==> config.mk <==
export PLATFORM = sky130hd
export DESIGN_NAME = pitq_edge_product
export DESIGN_NICKNAME = d
export VERILOG_FILES = /design/src/rtl/pitq_pkg.sv /design/src/rtl/pitq_edge_product.sv
export SDC_FILE = /design/constraint.sdc
export NUM_CORES = 2
export LEC_CHECK = 0
export BUFFER_PORTS_ARGS = -buffer_cell sky130_fd_sc_hd__buf_2
export CAP_MARGIN = 10
export CORE_UTILIZATION = 37
export DETAILED_ROUTE_END_ITERATION = 6
export RECOVER_POWER = 50
export SLEW_MARGIN = 20
export SYNTH_ARGS = -nofsm -noshare
export SYNTH_HDL_FRONTEND = slang
export SYNTH_SLANG_ARGS = --single-unit
==> constraint.sdc <==
create_clock -name clk -period 8.4 [get_ports clk]
set_input_delay 1.26 -clock clk [delete_from_list [all_inputs] [get_ports clk]]
set_output_delay 1.26 -clock clk [all_outputs]
set_load 0.1 [all_outputs]
==> src/rtl/pitq_pkg.sv <==
`default_nettype none
package pitq_pkg;

  localparam int FRAC_BITS = 8;
  localparam int PT_W      = 24;
  localparam int VC_W      = 16;
  localparam int NUM_EDGES = 4;

  // point minus scaled vertex, one guard bit
  localparam int SCL_W  = VC_W + FRAC_BITS;
  localparam int DIFF_W = ((PT_W > SCL_W) ? PT_W : SCL_W) + 1;
  // vertex minus vertex, integer units
  localparam int D_W    = VC_W + 1;
  localparam int PROD_W = DIFF_W + D_W;

  typedef struct packed {
    logic                     active;
    logic signed [D_W-1:0]    dy;
    logic signed [D_W-1:0]    dx;
    logic signed [DIFF_W-1:0] ax;
    logic signed [DIFF_W-1:0] by;
  } edge_setup_t;

  typedef struct packed {
    logic                     active;
    logic                     dy_pos;
    logic signed [PROD_W-1:0] lhs;
    logic signed [PROD_W-1:0] rhs;
  } edge_prod_t;

endpackage
`default_nettype wire

==> src/rtl/pitq_edge_product.sv <==
`default_nettype none
module pitq_edge_product (
  input  wire                        clk,
  input  wire pitq_pkg::edge_setup_t setup,
  output pitq_pkg::edge_prod_t       prod
);

  pitq_pkg::edge_prod_t prod_next;

  always_comb begin
    prod_next.active = setup.active;
    prod_next.dy_pos = ~setup.dy[pitq_pkg::D_W-1];
    prod_next.lhs    = pitq_pkg::PROD_W'(setup.ax) * pitq_pkg::PROD_W'(setup.dy);
    prod_next.rhs    = pitq_pkg::PROD_W'(setup.dx) * pitq_pkg::PROD_W'(setup.by);
  end

  always_ff @(posedge clk) begin
    prod <= prod_next;
  end

endmodule
`default_nettype wire

After elaboration in Yosys (flattened, before gate mapping) --
Cells that the tools add are included.
Operators by class: div/mod/pow operators 0, equality and inequality tests 0, multiply operators 2, magnitude comparators 0, add/subtract/negate cells 0, multiplexer cells 0, bitwise operators 1, shifts and indexed selects 0, reductions and logical operators 0
Operator list (number):
- $mul 17x25->42 | 1
- $mul 25x17->42 | 1
- $not 1->1 | 1
Word-level totals: bits in latches 0, register bits 86, RAM bits 0, input bits 86, memories kept 0, bits in read-only memories 0, logic and storage cells 7, output and inout port bits 86

Longest topological paths before layout --
word-level depth 1, depth in mapped cells 24, gate-level depth less buffers 23

Worst setup path after synthesis --
No wires, ideal clock.
kind input to register, start point input setup[75] (netlist bit), end point register prod[80] (netlist bit), path slack 1.601 ns, arrival 6.721 ns, required time 8.321 ns, path buffers 3, cell stages on the path 22, setup time 0.079 ns, cells stage by stage clkbuf_1 -> clkbuf_1 -> nand2_1 -> fa_1 -> inv_1 -> fa_1 -> fa_1 -> fa_1 -> fa_1 -> inv_1 -> fa_1 -> inv_1 -> ha_1 -> clkbuf_1 -> a21oi_1 -> o21ai_1 -> o41ai_1 -> o211ai_1 -> and3_1 -> a211o_1 -> a211o_1 -> o211ai_1
RTL lines:
- start: declaration | line pitq_edge_product.sv:4 | input wire pitq_pkg::edge_setup_t setup,
- end signal: assignment | line pitq_edge_product.sv:18 | prod <= prod_next;
- end: declaration | line pitq_edge_product.sv:5 | output pitq_pkg::edge_prod_t prod

==> metrics.txt <==
final setup vio count=0; Slew Viols, Final=0; Period minus WS final=7.340 ns; Largest register FFs=between 80 and 90; outcome=finished clean; Bufs on Longest Clock Path=2; IO Count=about 170; Synth Register Bits=86; final hold vios=0; grt ovf=0; TritonCTS clock tree=built; Max FO, Critical Path=25; pin count of the biggest net entering global routing=26; RSZ-0062 raised after global routing=false; final net count=between 4000 and 5000; number of post-CTS setup repair buffers=0; Largest regs=prod x86; Slew headroom=5.775%; fmax=around 140 MHz; Core Area=84090 µm²; post-synthesis sequential area ratio=~5.4%; # DRC=0; CTS resizes=0; syn nets=approximately 4500; Root Driver=clkbuf_16; Setup crit start kind=input port; Initial DRC Count=about 1100; worst setup path class=input port to flop; commonest non-fill, non-tap cell in the layout=inv_1; met2 WL=between 30000 and 40000 µm; Post-CTS Hold Fix Bufs=0; CP Data Arrival Time=7.66 ns; max-cap violation count=0; worst setup path start=setup[53]; PortBufs=approximately 170; largest register by flop count=prod; Mean Syn Cell Area=9.310 µm²; Area Growth Syn to Fin=6.686%; Top cell by count, worst path=fa_1; Synth Flop Type=dfxtp_1; Critical Path RT=8.72 ns; antenna violation net count after detailed routing=0; slowest stage delay, CP=0.63 ns; Vias/cell=4.805; routed wire length=80450 µm; Die H=294.4 µm; initial core utilization=37.61%; most frequent cells in the layout=inv_1, fa_1, nand2_1; EDFF count, synth=0; wire length on met3=about 4500 µm; # fillers=8568; final period utilization=between 80% and 90%; CP endpoint=prod[34]; clock buffer count from CTS=9; top routing layer in use=met5; full die area=~87000 µm²; die width=slightly below 300 µm; crit end category=flop; initial antenna violation count=6; Setup TNS=0 ns; worst slew pin tran=1.413 ns; fraction of layout instances using a drive strength above 1=3.688%; Met1 Routed Length=around 35000 µm; vias in the first global route=~25000; vias post-DR=22130; Hold Crit Class=input port to flop; worst-path cell chain=buf_2 -> nand2_1 -> fa_1 -> fa_1 -> fa_1 -> fa_1 -> inv_1 -> fa_1 -> inv_1 -> fa_1 -> inv_1 -> ha_1 -> and3_1 -> a31oi_1 -> a21oi_1 -> buf_4 -> o21ai_1 -> buf_4 -> nand4b_1 -> a2111o_1 -> o211ai_1; Gate Count Post-Synth=3397; Pre-antenna DRT Iters=5; Synthesis Warnings=0; Tot GR Track Use=19.97%; clk slew on worst S/H paths=~0.07 ns; wire per inst=17.47 µm; H-tree depth=3; Worst path slowest cell=fa_1; FFs w/ async S/R, synth=0%; Mapped Area=31630 µm²; Detailed Place HPWL=63450 µm; Synth cell types=63; RD Place Congestion=0.8550; CTS sink cnt=86; row count=106; global-route wire length before repair=133900 µm
==> stage by stage <==
stage                     instances  cell area [µm²]  hold slack (ns)  util [%]  setup WS, ns
after floorplan                3397            31630            1.288         -         1.601
after global placement         4589            33520            1.362     39.87        0.7544
after detailed placement       4589            33520            1.367     39.87        0.7260
after CTS                      4605            33840           0.9104     40.24         1.142
after global routing           4606            33740           0.9238     40.13        0.7355
final                          4606            33740           0.9530     40.13         1.060
==> how the worst min path moves through the flow <==
stage | from | end | slack [ns] | cells past startpoint
after global routing | setup[84] | prod[85] | 0.92 | 1
after floorplan | setup[84] | prod[85] | 1.29 | 0
after detailed placement | setup[84] | prod[85] | 1.37 | 1
after CTS | setup[84] | prod[85] | 0.91 | 1
final | setup[84] | prod[85] | 0.95 | 1
after global placement | setup[84] | prod[85] | 1.36 | 1
==> synthesized netlist by cell type, drive strengths merged, types with 9 or more instances <==
master,count,area share [%]
inv,845,10
fa,832,53
nand2,482,5.7
and2,373,7.4
ha,202,8.0
clkbuf,123,1.5
dfxtp,86,5.4
nor2,72,0.85
a21oi,67,1.1
xnor2,59,1.6
o21ai,35,0.60
a21o,28,0.66
xor2,23,0.64
nand2b,20,0.40
nand3,16,0.25
nor3,14,0.22
nand4,9,0.18
o211ai,9,0.21
o21a,9,0.21
==> critical path: cells and delay by family <==
| kind | cells | cell delay [ns] |
|---|---|---|
| buf+inv | 6 | 1.07 |
| simple gates | 3 | 0.55 |
| fa+ha+maj | 7 | 3.45 |
| compound gates | 5 | 1.31 |
==> final cells by class <==
type | count | area (µm²) | share of cell area [%]
sequential | 86 | 1722 | 5.103
clock inverter | 5 | 83.83 | 0.2485
timing repair buffer | 184 | 850.8 | 2.522
antenna | 1 | 2.502 | 0.007417
clock buffer | 11 | 232.7 | 0.6898
inverter | 846 | 3176 | 9.412
multi-input combinational | 2339 | 26250 | 77.81
tap | 1134 | 1419 | 4.205
==> kinds of logic (layout without fill, tap and decap cells) <==
group	count (synthesis)	in the layout	synth area share, %
mux	2	2	0.06330
flops	86	86	5.444
other cells	0	1	0
buf+inv	972	1046	11.54
simple gates	1019	1019	15.76
xor+xnor	82	82	2.271
fa+ha+maj	1034	1034	60.66
compound gates	202	202	4.265
==> metal layers <==
layer	global-route usage [%]	vias up
met1	26.45	11580
li1	-	9962
met2	34.57	530
met4	3.836	6
met3	3.114	61
met5	0	-
Power is left out: the tool's default activity adds up to more than one toggle a clock period on the data nets, which glitch-free logic cannot reach.
