[config.mk]
export PLATFORM = sky130hd
export DESIGN_NAME = pitq_parity
export DESIGN_NICKNAME = d
export VERILOG_FILES = /design/src/rtl/pitq_pkg.sv /design/src/rtl/pitq_parity.sv
export SDC_FILE = /design/constraint.sdc
export NUM_CORES = 1
export LEC_CHECK = 0
export BUFFER_PORTS_ARGS = -buffer_cell sky130_fd_sc_hd__buf_2
export CAP_MARGIN = 10
export CORE_AREA = 2 2 137 139
export CTS_CLUSTER_DIAMETER = 120
export DETAILED_ROUTE_END_ITERATION = 10
export DIE_AREA = 0 0 139 141
export GPL_TIMING_DRIVEN = 0
export PLACE_DENSITY = 0.58
export SLEW_MARGIN = 20
export SYNTH_ARGS = -nofsm -noshare
export SYNTH_HDL_FRONTEND = slang
export SYNTH_SLANG_ARGS = --single-unit
export TNS_END_PERCENT = 1
[constraint.sdc]
create_clock -name clk -period 5.9 [get_ports clk]
set_input_delay 0 -clock clk [delete_from_list [all_inputs] [get_ports clk]]
set_output_delay 0 -clock clk [all_outputs]
set_load 0.02 [all_outputs]
[src/rtl/pitq_pkg.sv]
`default_nettype none
package pitq_pkg;

  localparam int FRAC_BITS = 8;
  localparam int PT_W      = 24;
  localparam int VC_W      = 16;
  localparam int NUM_EDGES = 4;

  // point minus scaled vertex, one guard bit
  localparam int SCL_W  = VC_W + FRAC_BITS;
  localparam int DIFF_W = ((PT_W > SCL_W) ? PT_W : SCL_W) + 1;
  // vertex minus vertex, integer units
  localparam int D_W    = VC_W + 1;
  localparam int PROD_W = DIFF_W + D_W;

  typedef struct packed {
    logic                     active;
    logic signed [D_W-1:0]    dy;
    logic signed [D_W-1:0]    dx;
    logic signed [DIFF_W-1:0] ax;
    logic signed [DIFF_W-1:0] by;
  } edge_setup_t;

  typedef struct packed {
    logic                     active;
    logic                     dy_pos;
    logic signed [PROD_W-1:0] lhs;
    logic signed [PROD_W-1:0] rhs;
  } edge_prod_t;

endpackage
`default_nettype wire

[src/rtl/pitq_parity.sv]
`default_nettype none
module pitq_parity (
  input  wire                       clk,
  input  wire                       rst,
  input  wire                       valid,
  input  wire pitq_pkg::edge_prod_t prod [pitq_pkg::NUM_EDGES],
  output logic                      done,
  output logic                      inside_res
);

  logic [pitq_pkg::NUM_EDGES-1:0] toggle;

  always_comb begin
    for (int i = 0; i < pitq_pkg::NUM_EDGES; i++) begin
      toggle[i] = prod[i].active &
                  (prod[i].dy_pos ? (prod[i].lhs < prod[i].rhs)
                                  : (prod[i].lhs > prod[i].rhs));
    end
  end

  always_ff @(posedge clk) begin
    if (rst) begin
      done <= 1'b0;
    end else begin
      done <= valid;
    end
  end

  always_ff @(posedge clk) begin
    inside_res <= ^toggle;
  end

endmodule
`default_nettype wire

Yosys cells after proc, flatten, opt, wreduce, memory -nomap -nowiden

Cells that the tools add are included.

Bits in registers: 2
Input bits: 347
Output and inout port bits: 2
Word-level logic and storage cells: 19

Order comparisons: 8
Multiplexer cells: 4
Bitwise operators: 4
Reduce and logical (&&, ||, !) cells: 1

Operators with widths:

| operator                       | number |
|---|---|
| 42-bit greater-than comparator | 4 |
| 42-bit less-than comparator    | 4 |
| 1-bit AND                      | 4 |
| 1-bit 2-to-1 mux               | 4 |
| 4-bit parity                   | 1 |

Longest topological paths before layout

Depth in word-level cells: 4
Depth in mapped cells: 11
Depth with buffers taken out: 11

Worst setup path before layout

OpenSTA, ideal clock, no wires.

Path kind: input port to flip-flop
Start: input prod[213] (netlist name)
End: register inside_res
Library setup time: 0.129 ns
Data arrival time: 2.269 ns
Data required time: 5.771 ns
Path slack: 3.502 ns
Stages: 11
Buffers on the path: 0
Path through: inv_1 ha_1 nand4_1 or4_4 nor4_4 a41oi_1 nand3_1 a21oi_1 nor2_2 xnor2_1 xnor3_1

Word-level cells in the longest chain between the ends: 4
Elaborated cells on any way between the ends: 5
Those cells by class: order compare: 2; mux: 1; bitwise: 1; reduce/logical: 1

Ends and longest elaborated chain:

| element                                                                       | RTL line                             | RTL |
|---|---|---|
| start, declared                                                               | pitq_parity.sv:6                     | `input wire pitq_pkg::edge_prod_t prod [pitq_pkg::NUM_EDGES],` |
| 42-bit greater-than comparator or 42-bit less-than comparator (tied branches) | pitq_parity.sv:17, pitq_parity.sv:16 |  |
| 1-bit 2-to-1 mux *                                                            | pitq_parity.sv:16                    | `(prod[i].dy_pos ? (prod[i].lhs < prod[i].rhs)` |
| 1-bit AND *                                                                   | pitq_parity.sv:15                    | `toggle[i] = prod[i].active &` |
| 4-bit parity *                                                                | pitq_parity.sv:30                    | `inside_res <= ^toggle;` |
| end signal, assigned                                                          | pitq_parity.sv:30                    |  |
| end, declared                                                                 | pitq_parity.sv:8                     | `output logic inside_res` |

Mark *: on every way between the ends. The rest lies on a longest branch, timed or not.
A chain may end at the register's enable or synchronous reset.

Final worst setup path

Same ends and word-level chain as after synthesis.

==> summary.md <==
| Metric | Value |
|---|---|
| Cts bufs inserted | `3` |
| Max Cap Viol | `0` |
| Die Y-Extent | `141 µm` |
| WS Path Type | `in2reg` |
| Worst-Margin Slew | `between 0.5 and 0.6 ns` |
| Pin count of the biggest net entering global routing | `7` |
| Design Power | `around 0.52 mW` |
| First-pass GRT wire length | `23,780 µm` |
| CP arrival | `approximately 2.7 ns` |
| Largest stage delay, worst path | `around 0.6 ns` |
| CTS root buf | `clkbuf_16` |
| Synthesis Warnings | `0` |
| Synth cell types | `45` |
| Worst Path Required | `around 6.0 ns` |
| HPWL Detailed | `approximately 15,000 µm` |
| Finished Layout Cells | `about 1,200` |
| Total power density per cell area | `approximately 80 nW/µm²` |
| Min Hold Slack | `roughly 0.12 ns` |
| All-Layer GR Usage | `0.1465` |
| Largest cells by area after synthesis | `ha_1, inv_1, a21oi_1, nand4_1, nand2_1` |
| Outcome | `finished clean` |
| Synth Area per Inst | `about 7.1 µm²` |
| Area Growth Syn to Fin | `47.93%` |
| Antenna diode count | `0` |
| Top delay family on crit path | `simple AND/OR/NAND/NOR gates` |
| TNS Setup | `0 ns` |
| Multi-input gate area in the final layout | `about 3700 µm²` |
| Netlist Area Pre-Place | `~4400 µm²` |
| Leakage | `~4.2 nW` |
| Placed cells | `1,211` |
| Post-synth top area cell | `ha_1` |
| Drt total wl | `15,100 µm` |
| Grt total ovfl | `0` |
| Peak Freq | `0.3918 GHz` |
| Crit-path cells | `buf_2 > inv_1 > ha_1 > nand4_1 > or4_4 > nor4_4 > a41oi_1 > nand3_1 > a21oi_1 > nor2_2 > xnor2_1 > xnor3_1` |
| Initial core utilization | `0.2432` |
| Share of the synthesized area in the top cell type | `0.4731` |
| First-pass DRT Iterations | `4` |
| Nets | `around 1,500` |
| Detail-routed net length per standard cell | `between 10 and 15 µm` |
| Chip Width | `about 140 µm` |
| Clock transition at the registers of the reported paths | `about 0.03 ns` |
| Seq/Total Area, Yosys | `0.009012` |
| RSZ-0062 raised after global routing | `false` |
| Crit start category | `input pin` |
| Async SR Flop Fraction | `0` |
| Drt via density | `between 4 and 5` |
| Vias in the first global route | `around 5,300` |
| Drt drc | `0` |
| Fin. Hold Viols | `0` |
| CTS tree | `done` |
| Filler cells | `~2,000` |
| Max IR drop VDD | `about 0.000067 V` |
| RePlAce Congestion | `0.8655` |
| Most frequent cell after synthesis | `inv_1` |
| Slowest CP cell | `or4_4` |
| Proportion of layout cells with a drive suffix above 1 | `0.3656` |
| Num rows | `50` |
| Slew margin rel. | `0.6504` |
| Post-CTS setup buffers | `0` |
| Most common flop cell mapped by yosys | `dfxtp_1` |
| Initial antenna violation count | `0` |
| Synthesized Nets | `between 1,000 and 1,500` |
| Synthesized instance count | `roughly 630` |
| Fin crit share | `0.4325` |
| HP Class | `in2reg` |
| Fin. max-slew vios | `0` |
| Routed Antenna Nets | `0` |
| Register Area | `between 40 and 50 µm²` |
| Port bufs | `approximately 350` |
| FF+latch count, synth | `2` |
| Via count | `5,326` |
| Synth cell count leaders | `inv_1, ha_1, a21oi_1` |
| I/O pin cnt | `around 350` |
| Core Area | `about 18,000 µm²` |
| Die area | `approximately 20,000 µm²` |
| Clock Sinks | `2` |
| Post-route minimum period | `around 2.6 ns` |
| Critical path buffer and inverter count | `2` |
| Critical Path Fanout Max | `6` |
| Clock buffer depth | `2` |
| EDFF count, synth | `0` |
| H-tree levels | `1` |
| Crit end category | `flop` |
| CTS-repair resized insts | `0` |
| # setup viols final | `0` |
| 1st-iter DRT viols | `between 100 and 150` |
## power breakdown
part	internal, mW	switching (mW)
Clock	0.0863	0.0166
Combinational	0.211	0.193
Sequential	0.0174	0.000808
## state kept, by name (all words and copies together) (netlist names)
name / cells
done: 1
inside_res: 1
## final cells by class
| type | count | share of cell area |
|---|---|---|
| well taps | 234 | 0.04455 |
| inverters | 178 | 0.1017 |
| multi-input cells | 449 | 0.5682 |
| clock buffers | 3 | 0.01142 |
| repair buffers | 350 | 0.2680 |
| flip-flops and latches | 2 | 0.006092 |
## worst min-delay path, cell delays in order
cell     delay (ns)
buf_2          0.10
nand2_1        0.08
xnor3_1        0.12
## cell families (layout without fill, tap and decap cells)
group	Yosys count	after routing	share of synthesized area
AO/OA/AOI/OAI	133	133	0.1783
XOR/XNOR	5	5	0.01296
adder cells (fa/ha/maj)	168	168	0.4731
buffers and inverters	178	531	0.1504
flip-flops	2	2	0.009012
multiplexers	2	2	0.005069
AND/OR/NAND/NOR	141	141	0.1712
## per-layer routing
| metal | GRT usage | share of wire | wire, µm |
|---|---|---|---|
| met5 | 0 | 0 | 0 |
| met4 | 0.02339 | 0.011 | 164 |
| met3 | 0.02446 | 0.063 | 953 |
| met2 | 0.2782 | 0.50 | 7605 |
| met1 | 0.1754 | 0.42 | 6379 |
## through the flow
| stage | utilization | instance area [µm²] | setup WS, ns |
|---|---|---|---|
| finish | 0.3598 | 6573 | 3.348 |
| global placement | 0.3546 | 6477 | 3.081 |
| floorplan | - | 4443 | 3.502 |
| global route | 0.3598 | 6573 | 3.158 |
| detailed placement | 0.3546 | 6477 | 3.065 |
| CTS | 0.3598 | 6573 | 3.291 |
## what timing repair did
item                       CTS  global route
hold buffers                 2             0
hold endpoints to repair     1             0
setup endpoints to repair    0             0
## cell usage in the layout (no fill, tap or decap), types with 2 or more instances in the layout
cell type	instances
o21a_1	2
xnor2_1	2
a221oi_1	7
nor4_1	6
xor2_1	2
o21ai_0	21
nand3b_1	2
nor2b_1	2
inv_1	178
dlygate4sd3_1	2
a21o_1	8
o22ai_1	2
nand2_1	47
clkbuf_16	3
nand2b_1	4
a21oi_1	68
a41oi_1	2
ha_1	168
o211ai_1	3
nand3_1	15
nand4_1	34
buf_2	348
mux2_2	2
a21boi_0	2
a211oi_1	12
nor2_1	11
nor3_1	7
dfxtp_1	2
## worst paths after layout
kind                  startpoint            endpoint  slack, ns  cells after the start
worst min-delay path   prod[171]  inside_res$_DFF_P_       0.12                      3
worst max-delay path   prod[213]  inside_res$_DFF_P_       3.35                     12
(Power assumes the default switching activity.)
