`src/rtl/pitq_pkg.sv`:
```
`default_nettype none
package pitq_pkg;

  localparam int FRAC_BITS = 8;
  localparam int PT_W      = 24;
  localparam int VC_W      = 16;
  localparam int NUM_EDGES = 4;

  // point minus scaled vertex, one guard bit
  localparam int SCL_W  = VC_W + FRAC_BITS;
  localparam int DIFF_W = ((PT_W > SCL_W) ? PT_W : SCL_W) + 1;
  // vertex minus vertex, integer units
  localparam int D_W    = VC_W + 1;
  localparam int PROD_W = DIFF_W + D_W;

  typedef struct packed {
    logic                     active;
    logic signed [D_W-1:0]    dy;
    logic signed [D_W-1:0]    dx;
    logic signed [DIFF_W-1:0] ax;
    logic signed [DIFF_W-1:0] by;
  } edge_setup_t;

  typedef struct packed {
    logic                     active;
    logic                     dy_pos;
    logic signed [PROD_W-1:0] lhs;
    logic signed [PROD_W-1:0] rhs;
  } edge_prod_t;

endpackage
`default_nettype wire

```
`src/rtl/pitq_edge_setup.sv`:
```
`default_nettype none
module pitq_edge_setup (
  input  wire                                   clk,
  input  wire                                   en,
  input  wire logic signed [pitq_pkg::PT_W-1:0] point_x,
  input  wire logic signed [pitq_pkg::PT_W-1:0] point_y,
  input  wire logic signed [pitq_pkg::VC_W-1:0] from_x,
  input  wire logic signed [pitq_pkg::VC_W-1:0] from_y,
  input  wire logic signed [pitq_pkg::VC_W-1:0] to_x,
  input  wire logic signed [pitq_pkg::VC_W-1:0] to_y,
  output pitq_pkg::edge_setup_t                 setup
);

  logic signed [pitq_pkg::DIFF_W-1:0] px, py, fxs, fys, tys;
  pitq_pkg::edge_setup_t setup_next;

  always_comb begin
    px  = pitq_pkg::DIFF_W'(point_x);
    py  = pitq_pkg::DIFF_W'(point_y);
    fxs = pitq_pkg::DIFF_W'(from_x) <<< pitq_pkg::FRAC_BITS;
    fys = pitq_pkg::DIFF_W'(from_y) <<< pitq_pkg::FRAC_BITS;
    tys = pitq_pkg::DIFF_W'(to_y) <<< pitq_pkg::FRAC_BITS;
    setup_next.active = en & ((fys > py) != (tys > py));
    setup_next.dy     = pitq_pkg::D_W'(to_y) - pitq_pkg::D_W'(from_y);
    setup_next.dx     = pitq_pkg::D_W'(to_x) - pitq_pkg::D_W'(from_x);
    setup_next.ax     = px - fxs;
    setup_next.by     = py - fys;
  end

  always_ff @(posedge clk) begin
    setup <= setup_next;
  end

endmodule
`default_nettype wire

```
`config.mk`:
```
export PLATFORM = sky130hd
export DESIGN_NAME = pitq_edge_setup
export DESIGN_NICKNAME = d
export VERILOG_FILES = /design/src/rtl/pitq_pkg.sv /design/src/rtl/pitq_edge_setup.sv
export SDC_FILE = /design/constraint.sdc
export NUM_CORES = 1
export LEC_CHECK = 0
export BUFFER_PORTS_ARGS = -buffer_cell sky130_fd_sc_hd__buf_2
export CAP_MARGIN = 0
export CELL_PAD_IN_SITES_DETAIL_PLACEMENT = 0
export CELL_PAD_IN_SITES_GLOBAL_PLACEMENT = 1
export CORE_MARGIN = 3
export CORE_UTILIZATION = 39
export CTS_CLUSTER_DIAMETER = 50
export DETAILED_ROUTE_END_ITERATION = 8
export PLACE_DENSITY = 0.92
export SYNTH_ARGS = -nofsm -noshare
export SYNTH_HDL_FRONTEND = slang
export SYNTH_SLANG_ARGS = --single-unit
```
`constraint.sdc`:
```
create_clock -name clk -period 6.3 [get_ports clk]
set_input_delay 0.315 -clock clk [delete_from_list [all_inputs] [get_ports clk]]
set_output_delay 0.315 -clock clk [all_outputs]
set_load 0.02 [all_outputs]
```
# After elaboration in Yosys (flattened, before gate mapping)
# Cells that the tools add are included.
# classes
bitwise_logic	1
order_cmp	2
addsub	4
n_eq_ne	1
# ops
op	count
$sub 24x24->25	2
$gt 24x24->1	2
$sub 16x16->17	2
$and 1x1->1	1
$ne 1x1->1	1
# totals
out_inout_bits	85
ff_bits	85
elab_cells	13
input_bits	114

# Longest topological paths before layout
# Gate-level depths: netlist of the first run.
# logic_depth
depth_word	3
ltp_mapped	10
ltp_nobuf	10

# Least setup slack after synthesis of the first run
# OpenSTA, ideal clock, no wires.
# synth_path
path_kind	input to register
startpoint	input port to_x[0] in the netlist's numbering
endpoint	register setup[66] in the netlist's numbering
setup_ns	0.115
required_time_ns	6.185
path_stages	10
n_path_buf	0
path_slack_ns	4.080
arrival_ns	2.105
path_cell_list	inv_1 > ha_1 > fa_1 > nor2b_1 > o21ai_1 > a21boi_1 > nor2_1 > o41ai_2 > nand4_1 > a31o_1
# synth_rtl
item	line	text
start, declared	pitq_edge_setup.sv:9	input wire logic signed [pitq_pkg::VC_W-1:0] to_x,
end signal, assigned	pitq_edge_setup.sv:31	setup <= setup_next;
end, declared	pitq_edge_setup.sv:11	output pitq_pkg::edge_setup_t setup

==> metrics.md, run 1 <==
| Metric | Value |
|---|---|
| Kind of critical path | `input port to register` |
| GRT overflow | `0` |
| Max-Cap Viols | `0` |
| Worst EP required | `6530 ps` |
| Sw frac | `0.342` |
| Final Cell Area | `about 6700 µm²` |
| Clock transition at the registers of the reported paths | `60 ps` |
| Fin crit period | `2290 ps` |
| Clk network pwr share | `0.286` |
| Iteration-0 DRC Markers | `about 180` |
| Internal Power | `roughly 1.2 mW` |
| Row count | `between 40 and 50` |
| Placed inst area | `about 6400 µm²` |
| Post-Syn Area | `5230 µm²` |
| Final worst slack | `~4000 ps` |
| Seq cells post-synth | `85` |
| Setup WS pre-CTS | `approximately 3700 ps` |
| Pin slew with the least headroom to its limit | `between 400 and 500 ps` |
| Fmax | `approximately 440 MHz` |
| Post-DR vias/cell | `between 4 and 5` |
| Proportion of layout cells with a drive suffix above 1 | `0.281` |
| Layout Utilization | `0.520` |
| PortBufs | `198` |
| Yosys cell types | `56` |
| Wire per inst | `13.6 µm` |
| Sequential power share | `0.371` |
| Share of power burned in combinational logic | `0.343` |
| Setup violations, final | `0` |
| Post-cts sizing count | `0` |
| Pwr/cell area | `between 200 and 300 nW/µm²` |
| Worst Path Arrival | `2520 ps` |
| Outcome | `completed` |
| Net Sw Power | `between 0.6 and 0.7 mW` |
| Hold_sp | `point_x[4]` |
| # Post-CTS Setup Buffers | `0` |
| Clk buf depth | `2` |
| Crit path launch type | `input port` |
| GRT Total Usage | `0.176` |
| Die Ht | `122 µm` |
| Nets | `between 900 and 1,000` |
| First-pass DRT Iterations | `6` |
| Sink Count | `85` |
| Largest net degree at the start of global routing | `15` |
| Die ar. | `between 10,000 and 15,000 µm²` |
| Avg Cell Area, Syn | `8.86 µm²` |
| I/O pin total | `about 200` |
| CTS tree | `built` |
| H-tree depth | `3` |
| Slew HR | `0.691` |
| Register area share after synthesis | `0.326` |
| Core area | `around 13,000 µm²` |
| Most used DFF post-synth | `dfxtp_1` |
| Root Buffer | `clkbuf_16` |
| DPL Wire Length | `about 11,000 µm` |
| Leakage power total | `between 3 and 4 nW` |
| Initial Utilization | `0.406` |
| Final wirelength | `around 13,000 µm` |
| Fin. Hold Viols | `0` |
| YS warnings | `0` |
| Top Layer Used | `met5` |
| Ys async rst share | `0` |
| DRC errors left | `0` |
| Routed Antenna Nets | `0` |
| Die Wd | `between 100 and 150 µm` |
| Worst vdd ir | `~0.00011 V` |
| Via count | `4,710` |
| Post-synth EDFFs | `0` |
| TNS Setup | `0 ps` |
| RSZ-0062 raised after global routing | `no` |
| Min-delay worst type | `input port to register` |
| Most flop-heavy register | `setup` |
| RePlAce Congestion | `0.900` |
| Max reg flops | `between 80 and 90` |
| Net count after synthesis | `approximately 800` |
| Area grow syn2layout | `28.0%` |
| Met2 Wirelength | `approximately 6000 µm` |
| Initial antenna violation count | `4` |
| CTS buffer count | `9` |
| WHS | `between 60 and 70 ps` |
| # diodes | `0` |
| Placed Cells | `about 950` |
| Hold buffers post-CTS | `0` |
| First-pass GRT wire length | `roughly 21,000 µm` |
| Final Instance Count excl. Fillers | `a little under 1,000` |
| Biggest regs | `setup x85` |
| Tot Pwr | `around 1.8 mW` |
| Final Max Tran Viols | `0` |
| Crit end category | `register` |
| Met3 wire length | `around 1200 µm` |
| Cells after Synth | `590` |
| M1 WL | `around 5500 µm` |
| Critical Path Fanout Max | `3` |
| Worst Setup SP | `from_x[0]` |
| Fin crit share | `0.363` |
| Vias in the first global route | `about 4,500` |
-- layout by cell type (no fill, tap or decap), types with 9 or more instances in the layout --
| master | netlist | final |
|---|---|---|
| a21o_1 | 20 | 20 |
| a21oi_1 | 45 | 45 |
| buf_2 | 0 | 198 |
| clkbuf_16 | 0 | 9 |
| dfxtp_1 | 85 | 85 |
| ha_1 | 81 | 81 |
| inv_1 | 72 | 72 |
| nand2_1 | 30 | 30 |
| nor2_1 | 50 | 50 |
| nor2b_1 | 16 | 16 |
| o21a_1 | 16 | 16 |
| o21ai_1 | 13 | 13 |
| xnor2_1 | 32 | 32 |
| xor2_1 | 12 | 12 |
-- worst max-delay path: stages --
cell	delay (ps)
buf_2	110
ha_1	220
fa_1	400
nor2b_1	120
o21ai_1	80
a21boi_1	260
nor2_1	150
o41ai_2	450
nand4_1	160
a31o_1	230
-- cell usage after synthesis, drive strengths merged, types with 5 or more instances --
cell type  count  area, µm²
a21oi         45        225
xnor2         32        280
nor2          50        188
nor3           8       45.0
nor2b         16        100
a31oi          8       50.1
nand2         30        113
clkbuf         7       26.3
a21boi         5       37.5
inv           72        270
o21ai         21        109
ha            81       1010
nand3          8       40.0
o21a          16        120
a211oi         6       50.1
xor2          12        105
a21o          20        150
dfxtp         85       1700
nand4          7       50.1
-- cell type report --
type                    count  area [µm²]
fillers                  1257        6190
multi-input cells         426        3230
flip-flops and latches     85        1700
repair buffers            198         991
inverters                  72         270
clock buffers              11         253
well taps                 172         215
clock inverters             4        30.0
-- worst paths after layout --
kind	to	depth (start not counted)
max	setup[66]$_DFF_P_	10
min	setup[29]$_DFF_P_	1
-- layer usage --
| metal | vias to the layer above | GRT usage |
|---|---|---|
| li1 | 2463 | - |
| met1 | 2041 | 0.194 |
| met2 | 163 | 0.303 |
| met3 | 35 | 0.0669 |
| met4 | 8 | 0.0721 |
| met5 | - | 0 |
-- power by group through the flow --
stage | registers (mW) | logic (mW) | clock network [mW]
detailed placement | 0.667 | 0.608 | 0
global route | 0.663 | 0.668 | 0.543
finish | 0.655 | 0.606 | 0.506
CTS | 0.657 | 0.611 | 0.522
global placement | 0.667 | 0.605 | 0
floorplan | 0.795 | 0.280 | 0
-- kinds of logic (layout without fill, tap and decap cells) --
family | Yosys count | after routing | synth area share
mux | 2 | 2 | 0.00383
fa+ha+maj | 85 | 85 | 0.209
compound gates | 151 | 151 | 0.195
flops | 85 | 85 | 0.326
xor+xnor | 44 | 44 | 0.0737
buf+inv | 79 | 285 | 0.0567
simple gates | 144 | 144 | 0.136
(Power assumes the default switching activity.)
==> inputs of run 2 (changes only) <==
--- a/config.mk
+++ b/config.mk
@@ -10,10 +10,10 @@
 export CELL_PAD_IN_SITES_DETAIL_PLACEMENT = 0
 export CELL_PAD_IN_SITES_GLOBAL_PLACEMENT = 1
 export CORE_MARGIN = 3
-export CORE_UTILIZATION = 39
+export CORE_UTILIZATION = 33
 export CTS_CLUSTER_DIAMETER = 50
 export DETAILED_ROUTE_END_ITERATION = 8
-export PLACE_DENSITY = 0.92
+export PLACE_DENSITY = 0.84
 export SYNTH_ARGS = -nofsm -noshare
 export SYNTH_HDL_FRONTEND = slang
 export SYNTH_SLANG_ARGS = --single-unit
==> constraint.sdc (replaced) <==
create_clock -name clk -period 2.1 [get_ports clk]
set_input_delay 0.105 -clock clk [delete_from_list [all_inputs] [get_ports clk]]
set_output_delay 0.105 -clock clk [all_outputs]
set_load 0.02 [all_outputs]
==> metrics.md, run 2 (same netlist as run 1, synthesis figures left out) <==
| Metric | Value |
|---|---|
| Initial antenna violation count | `0` |
| GRT Total Usage | `0.158` |
| Setup violations, final | `0` |
| Vias in the first global route | `just under 5,000` |
| RePlAce Congestion | `0.898` |
| Outcome | `complete, but fails checks` |
| Max reg flops | `85` |
| Sw frac | `0.341` |
| Sequential power share | `0.371` |
| Clock transition at the registers of the reported paths | `60 ps` |
| Iteration-0 DRC Markers | `150` |
| Routed Antenna Nets | `0` |
| Worst vdd ir | `around 0.00043 V` |
| Wire per inst | `approximately 13 µm` |
| Hold path depth | `1` |
| Layout Utilization | `0.461` |
| Kind of critical path | `input port to register` |
| Worst Path Arrival | `~2300 ps` |
| Global Route met2 Usage | `0.273` |
| CTS buffer count | `9` |
| Biggest regs | `setup x85` |
| Nets | `1,028` |
| First-pass GRT wire length | `~22,000 µm` |
| Pin slew with the least headroom to its limit | `just under 500 ps` |
| Fillers | `roughly 1,500` |
| Final Max Tran Viols | `0` |
| Slew HR | `0.671` |
| Leakage power total | `between 3 and 4 nW` |
| Die Wd | `132 µm` |
| Worst EP required | `~2300 ps` |
| Clk buf depth | `2` |
| Via count | `between 4,000 and 5,000` |
| Critical Path Fanout Max | `3` |
| Final wirelength | `14,000 µm` |
| Net Sw Power | `approximately 1.8 mW` |
| Routing usage on met3 | `0.0553` |
| I/O pin total | `approximately 200` |
| Final Instance Count excl. Fillers | `1,042` |
| Min-delay worst type | `input port to register` |
| Row count | `45` |
| Crit path launch type | `input port` |
| GRT overflow | `0` |
| Commonest non-fill, non-tap cell in the layout | `buf_2` |
| Commonest cells after routing, fill and taps aside | `buf_2, dfxtp_1, ha_1` |
| Min-Delay Endpoint | `setup[5]$_DFF_P_` |
| Placed Cells | `between 1,000 and 1,500` |
| Internal Power | `between 3 and 4 mW` |
| Fin crit share | `0.967` |
| CTS tree | `built` |
| Pwr/cell area | `751 nW/µm²` |
| Met1 GRT Util | `0.183` |
| Fin crit period | `between 2000 and 2500 ps` |
| Crit end category | `register` |
| Core area | `15,400 µm²` |
| DRC errors left | `0` |
| Clk network pwr share | `0.270` |
| Busiest grt layer | `met2` |
| Hold_sp | `point_y[5]` |
| Sink Count | `85` |
| Proportion of layout cells with a drive suffix above 1 | `0.295` |
| Final Cell Area | `7080 µm²` |
| DPL Wire Length | `about 12,000 µm` |
| Largest net degree at the start of global routing | `13` |
| Area grow syn2layout | `35.5%` |
| Root Buffer | `clkbuf_16` |
| First-pass DRT Iterations | `4` |
| Failing checks | `negative hold slack` |
| Tot Pwr | `approximately 5.3 mW` |
| H-tree depth | `3` |
| PortBufs | `198` |
| Die ar. | `17,400 µm²` |
| Placed inst area | `between 6000 and 7000 µm²` |
| Share of power burned in combinational logic | `0.359` |
| Fmax | `between 400 and 500 MHz` |
| Max-Cap Viols | `0` |
| Fin. Hold Viols | `1` |
| # diodes | `0` |
| Post-DR vias/cell | `4.69` |
| WHS | `-11.3 ps` |
| Die Ht | `between 100 and 150 µm` |
| Initial Utilization | `0.340` |
| Most flop-heavy register | `setup` |
==> run 2: area by class of cell <==
cell class	count	area, µm²	area share
multi-input combinational	426	3260	0.460
sequential	85	1700	0.240
timing repair buffer	235	1330	0.188
inverter	72	270	0.0381
tap	211	264	0.0373
clock buffer	11	243	0.0343
clock inverter	2	12.5	0.00177
==> run 2: repair_timing <==
item                                   in CTS  in global routing
resized for setup                           0                 11
endpoints found under the hold margin      17                  2
setup endpoints to repair                   0                  2
buffers inserted                            0                  0
hold buffers                               17                  2
==> run 2: worst max path at each step <==
stage                     startpoint                 to  slack [ps]  depth (start not counted)
after floorplan              to_x[0]  setup[66]$_DFF_P_          90                         10
after global placement     from_x[0]  setup[66]$_DFF_P_        -180                         10
after detailed placement   from_x[0]  setup[66]$_DFF_P_        -210                         10
after CTS                 point_y[4]  setup[84]$_DFF_P_          10                          9
after global routing       from_x[0]  setup[66]$_DFF_P_         -20                         10
final                      from_x[0]  setup[66]$_DFF_P_          70                         10
==> run 2: per-stage QoR <==
stage	setup TNS [ps]	worst slack [ps]
after floorplan	0	89.8
after global routing	-23.0	-23.0
after detailed placement	-825	-214
after global placement	-590	-177
after CTS	0	14.8
final	0	69.3
==> run 2: power by group through the flow <==
stage	Combinational, mW	Sequential (mW)	Clock, mW
final	1.91	1.97	1.44
after global routing	2.10	2.00	1.57
after CTS	1.92	1.98	1.52
after detailed placement	1.89	2.00	0
after global placement	1.88	2.00	0
after floorplan	0.839	2.39	0
==> run 2: per-layer routing <==
layer,vias to the layer above,wire (µm)
met5,-,0
met4,0,218
li1,2542,-
met1,2161,6030
met2,175,6540
met3,13,1170
==> run 2: critical path, stage by stage <==
cell      delay [ps]
buf_2            110
ha_1             220
fa_1             410
nor2b_1          150
o21ai_1          110
a21boi_2         230
nor2_1           120
o41ai_2          450
nand4_1          150
a31o_1           220
